`config.mk`:
```
export PLATFORM = sky130hd
export DESIGN_NAME = sbb_win_cell
export DESIGN_NICKNAME = d
export VERILOG_FILES = /design/src/hdl/separable_binomial_blur_2d_macros.svh /design/src/hdl/sbb_pkg.sv /design/src/hdl/sbb_win_cell.sv
export SDC_FILE = /design/constraint.sdc
export NUM_CORES = 2
export LEC_CHECK = 0
export ABC_AREA = 1
export BUFFER_PORTS_ARGS = -buffer_cell sky130_fd_sc_hd__buf_2
export CAP_MARGIN = 20
export CORE_ASPECT_RATIO = 0.8
export CORE_UTILIZATION = 45
export CTS_CLUSTER_SIZE = 25
export DETAILED_ROUTE_END_ITERATION = 10
export PLACE_DENSITY = 0.62
export SETUP_SLACK_MARGIN = 0.2
export SLEW_MARGIN = 20
export SYNTH_ARGS = -nofsm -noshare
export SYNTH_HDL_FRONTEND = slang
export SYNTH_SLANG_ARGS = --single-unit
export TNS_END_PERCENT = 30
```
`constraint.sdc`:
```
create_clock -name clock -period 7.66 [get_ports clock]
set_clock_uncertainty 0.2 [all_clocks]
set_input_delay 1.149 -clock clock [delete_from_list [all_inputs] [get_ports clock]]
set_output_delay 1.149 -clock clock [all_outputs]
set_load 0.05 [all_outputs]
```
`src/hdl/separable_binomial_blur_2d_macros.svh`:
```
// ----------------------------------------------------------------------------
// Assertion macros for the separable binomial blur
// Concurrent checks that compile away when SYNTHESIS is defined.
// ----------------------------------------------------------------------------
`ifndef SEPARABLE_BINOMIAL_BLUR_2D_MACROS_SVH
`define SEPARABLE_BINOMIAL_BLUR_2D_MACROS_SVH
`ifndef SYNTHESIS
// same-cycle implication
`define SBB_ASSERT_IMP(label, clk, rst, lhs, rhs, msg) \
   label: assert property (@(posedge clk) disable iff (rst) (lhs) |-> (rhs)) else $error(msg);
// next-cycle implication
`define SBB_ASSERT_NXT(label, clk, rst, lhs, rhs, msg) \
   label: assert property (@(posedge clk) disable iff (rst) (lhs) |=> (rhs)) else $error(msg);
`else
`define SBB_ASSERT_IMP(label, clk, rst, lhs, rhs, msg)
`define SBB_ASSERT_NXT(label, clk, rst, lhs, rhs, msg)
`endif
`endif

```
`src/hdl/sbb_pkg.sv`:
```
// ----------------------------------------------------------------------------
// Separable binomial blur package
// Sizes, binomial coefficients, word types and rounding helpers.
// ----------------------------------------------------------------------------
package sbb_pkg;

   localparam int TAPS      = 9;
   localparam int HALF      = TAPS / 2;
   localparam int NBUF      = TAPS - 1;
   localparam int MAX_WIDTH = 2048;
   localparam int XW        = 11;   // column
   localparam int YW        = 12;   // output row
   localparam int RW        = 13;   // row counter
   localparam int WW        = 12;   // width register
   localparam int SLW       = 3;    // line slot
   localparam int KW        = 3;    // flush step count, 0..HALF
   localparam int VPW       = 24;   // coef * u8
   localparam int VSW       = 25;   // vertical partial sums
   localparam int HPW       = 32;   // coef * Q8.8
   localparam int HSW       = 33;   // horizontal partial sums
   localparam logic [WW-1:0] WIDTH_RESET = 12'd1024;

   // Pascal row 10, middle nine entries, scaled to Q0.16 (exact, shift by 6)
   localparam logic [15:0] COEF [TAPS] = '{
      16'd640, 16'd2880, 16'd7680, 16'd13440, 16'd16128,
      16'd13440, 16'd7680, 16'd2880, 16'd640
   };

   typedef logic [3:0][7:0]     pix_type;    // r,g,b,a
   typedef logic [3:0][15:0]    hpix_type;   // Q8.8 per channel
   typedef logic [3:0][VPW-1:0] vprod_type;
   typedef logic [3:0][HPW-1:0] hprod_type;

   // line buffer write word and vertical stage control
   typedef struct packed {
      logic           fire;
      logic           row0;
      logic [SLW-1:0] slot;
      logic [XW-1:0]  addr;
      pix_type        data;
   } lwr_type;

   function automatic logic [15:0] round_v(input logic [VSW-1:0] acc);
      logic [VSW-1:0] t;
      t = (acc + VSW'(128)) >> 8;
      return (t > VSW'(65535)) ? 16'hFFFF : t[15:0];
   endfunction

   function automatic logic [15:0] round_h(input logic [HSW-1:0] acc);
      logic [HSW:0] t;
      t = ({1'b0, acc} + (HSW+1)'(32768)) >> 16;
      return (t > (HSW+1)'(65535)) ? 16'hFFFF : t[15:0];
   endfunction

endpackage

```
`src/hdl/sbb_win_cell.sv`:
```
// ----------------------------------------------------------------------------
// Horizontal window cell
// One column of vertical results; shifts toward its neighbor each step.
// ----------------------------------------------------------------------------
module sbb_win_cell (
   input  logic               clock,
   input  logic               reset,
   input  logic               step,
   input  logic               fill,
   input  logic               load,
   input  logic [15:0]        coef,
   input  sbb_pkg::hpix_type  v_in,
   input  sbb_pkg::hpix_type  nb,
   output sbb_pkg::hpix_type  ent,
   output sbb_pkg::hprod_type prod
);
   import sbb_pkg::*;

   hpix_type  ent_ff;
   hpix_type  ent_in;
   hprod_type prod_ff;
   hprod_type prod_in;

   // column 0 fills the window, otherwise take the neighbor's word
   always_comb begin
      ent_in = ent_ff;
      if (step) begin
         ent_in = fill ? v_in : nb;
      end
      for (int ch = 0; ch < 4; ch++) begin
         prod_in[ch] = HPW'(coef) * HPW'(ent_in[ch]);
      end
   end

   always_ff @(posedge clock) begin
      if (reset) begin
         ent_ff <= '0;
      end else begin
         ent_ff <= ent_in;
      end
   end

   always_ff @(posedge clock) begin
      if (load) begin
         prod_ff <= prod_in;
      end
   end

   assign ent  = ent_ff;
   assign prod = prod_ff;
endmodule

```
==> flow_metrics.tcl <==
set metrics [dict create \
    postSynthCellCount 5543 \
    cts.clk_slew.worst_paths_ns 0.09 \
    grt_max_degree 65 \
    numCtsBuffers 17 \
    drt_iter0_drc 2778 \
    synth_nets 6884 \
    placed_cell_area_um2 46620 \
    arrival_ns 7.16 \
    rows 101 \
    worstHoldPathType "flip-flop to flip-flop" \
    area_growth_pct 9.617 \
    grt_use_total_pct 28.06 \
    ys_seq_elements 192 \
    cp_cell_sequence "buf_4 -> clkinv_2 -> buf_12 -> nand2_1 -> nand3_1 -> o21ai_2 -> nor2_1 -> fa_1 -> inv_1 -> fa_1 -> fa_1 -> inv_1 -> fa_1 -> fa_1 -> inv_1 -> fa_1 -> inv_1 -> ha_1 -> nand2_1 -> nor2_1 -> nand3_1 -> nand3_1 -> xor2_1" \
    fillerInstances 9419 \
    crit_buf_inv 7 \
    portBuffers 340 \
    grt_pass1_wl_mm 208.1 \
    synth_top_family_by_area "adder cells" \
    route.detailed.drc 0 \
    cts_buffer_depth 2 \
    relSlewSlack_pct 38.16 \
    synth-xor-area-share_pct 1.464 \
    hold_violations 0 \
    drive_above_1_share_pct 10.50 \
    num_vias 35980 \
    slew_violations 0 \
    wl_mm 132.1 \
    synth-compound-area-share_pct 2.359 \
    cpLargestDelayFamily "adder cells" \
    viasPerCell 5.027 \
    globalRouteOverflowTotal 0 \
    yosys-mux-area-fraction_pct 0 \
    nets 7193 \
    maxCapViolCount 0 \
    io_pins 341 \
    synth_seq_area_share_pct 11.90 \
    post-route-period-util_pct 91.86 \
    yosys.area_share.simple_pct 21.93 \
    crit_path_start_kind "input port" \
    final_area_um2 47200 \
    initial_core_util_pct 45.37 \
    core_area_um2 94900 \
    hpwl_mm 106.9 \
    min_period_ns 7.037 \
    yosys_warnings 0 \
    outcome "finished clean" \
    post-place-ws_ns 0.1207 \
    clock.fmax_ghz 0.1421 \
    path_common_cell "fa_1" \
    die_area_um2 96940 \
    gp_congestion 0.9874 \
    setup_tns_ns 0 \
    synth_fa_ha_area_share_pct 48.16 \
    cts_resized 0 \
    first_global_vias 36480 \
    synth_cell_types 30 \
    setup_ws_ns 0.6234 \
    cts_sinks 192 \
    synth_area_per_cell_um2 7.769 \
    die-height_um 278.7 \
    cts_tree "yes" \
    detail-route-antenna-nets 0 \
    cp.required_ns 7.79 \
    syn_area_um2 43060 \
    wl_per_cell_um 18.46 \
    worst_pin_slew_ns 0.9275 \
    setup_viol 0 \
    cpPeakStageDelay_ns 0.56 \
    hold-worst-slack_ns 0.3423 \
    clock_latency_ns 0.53 \
    cts_root_buf "clkbuf_16" \
    h-tree-depth 4 \
    critPathMaxFanout 33 \
    fp.dieW_um 347.9 \
    grt_antenna_before_repair 8 \
    firstDrtPassIters 6 \
    cts_setup_buffers 0 \
    holdBufCountCts 0 \
    rsz0062_at_grt "no" \
    crit_type "input port to flip-flop" \
    slowest_stage "fa_1" \
    crit_path_end_kind "flip-flop" \
]
==> worst min-delay path, cell delays in order, from the launching register on <==
cell	delay, ns
dfxtp_1	0.34
o21ai_1	0.09
nor2_1	0.08
==> per-layer routing <==
metal,up-vias,global-route usage (%),share of wire (%)
met1,17670,39.89,45
met2,1407,43.78,44
met5,-,0,0.022
li1,16730,-,-
met3,169,5.676,8.9
met4,4,6.924,2.3
==> cells by family (layout without fill, tap and decap cells) <==
| family | count (synthesis) | after routing |
|---|---|---|
| AND/OR/NAND/NOR | 2413 | 2413 |
| buffers and inverters | 1538 | 1860 |
| adder cells (fa/ha/maj) | 1192 | 1192 |
| flip-flops | 192 | 192 |
| AO/OA/AOI/OAI | 136 | 136 |
| XOR/XNOR | 72 | 72 |
| other | 0 | 5 |
==> path summary, 6_finish.rpt <==
kind / from / to / slack, ns / cells after the start
max reg2reg: ent[52] / prod[111] / 1.42 / 18
max: fill / prod[111] / 0.62 / 23
min: ent[31] / ent[31] / 0.34 / 2
min reg2reg: ent[31] / ent[31] / 0.34 / 2
==> synth_stat cells <==
cell | instances | area share [%]
o21bai_1 | 4 | 0.070
nor3_1 | 1 | 0.012
buf_4 | 48 | 0.84
a21o_1 | 4 | 0.070
buf_2 | 17 | 0.20
nand2_1 | 1504 | 13
nand3_1 | 189 | 2.2
o21ai_1 | 12 | 0.14
dfxtp_1 | 64 | 3.0
xnor2_1 | 9 | 0.18
inv_1 | 1305 | 11
edfxtp_1 | 128 | 8.9
ha_1 | 416 | 12
clkinv_1 | 7 | 0.061
o21ai_4 | 16 | 0.60
inv_4 | 14 | 0.20
xor2_1 | 63 | 1.3
clkbuf_1 | 109 | 0.95
nor2_1 | 685 | 6.0
buf_12 | 1 | 0.046
nand3_2 | 16 | 0.37
nand4_1 | 16 | 0.23
and2_1 | 1 | 0.015
clkbuf_2 | 1 | 0.012
o21ai_2 | 36 | 0.73
inv_2 | 25 | 0.22
buf_6 | 11 | 0.29
fa_1 | 776 | 36
a21oi_1 | 64 | 0.74
nand3b_1 | 1 | 0.017
==> metrics by stage <==
stage	utilization, %	cells
floorplan	-	5543
global placement	49.12	7120
detailed placement	49.12	7120
CTS	49.73	7152
global route	49.73	7152
finish	49.74	7157
==> layout by cell type (no fill, tap or decap), types with 64 or more instances in the layout <==
master and instances:
a21oi_1 64, buf_2 336, buf_4 123, dfxtp_1 64
edfxtp_1 128, fa_1 776, ha_1 416, inv_1 1304
nand2_1 1504, nand3_1 189, nor2_1 685
==> final cells by class <==
class	instances	area, µm²	share of cell area (%)
multi-input cells	3813	31830	67.43
flip-flops and latches	192	5125	10.86
inverters	1351	5107	10.82
repair buffers	477	2948	6.245
well taps	1287	1610	3.411
clock buffers	19	442.9	0.9383
clock inverters	13	130.1	0.2757
diodes	5	12.51	0.02651
==> sequential cells by signal, indices dropped and copies added, names as in the netlist <==
| signal | count |
|---|---|
| prod | 128 |
| ent | 64 |
Power is not shown: default switching activity piles up to over one toggle a cycle in this logic, so the estimate is an artifact.
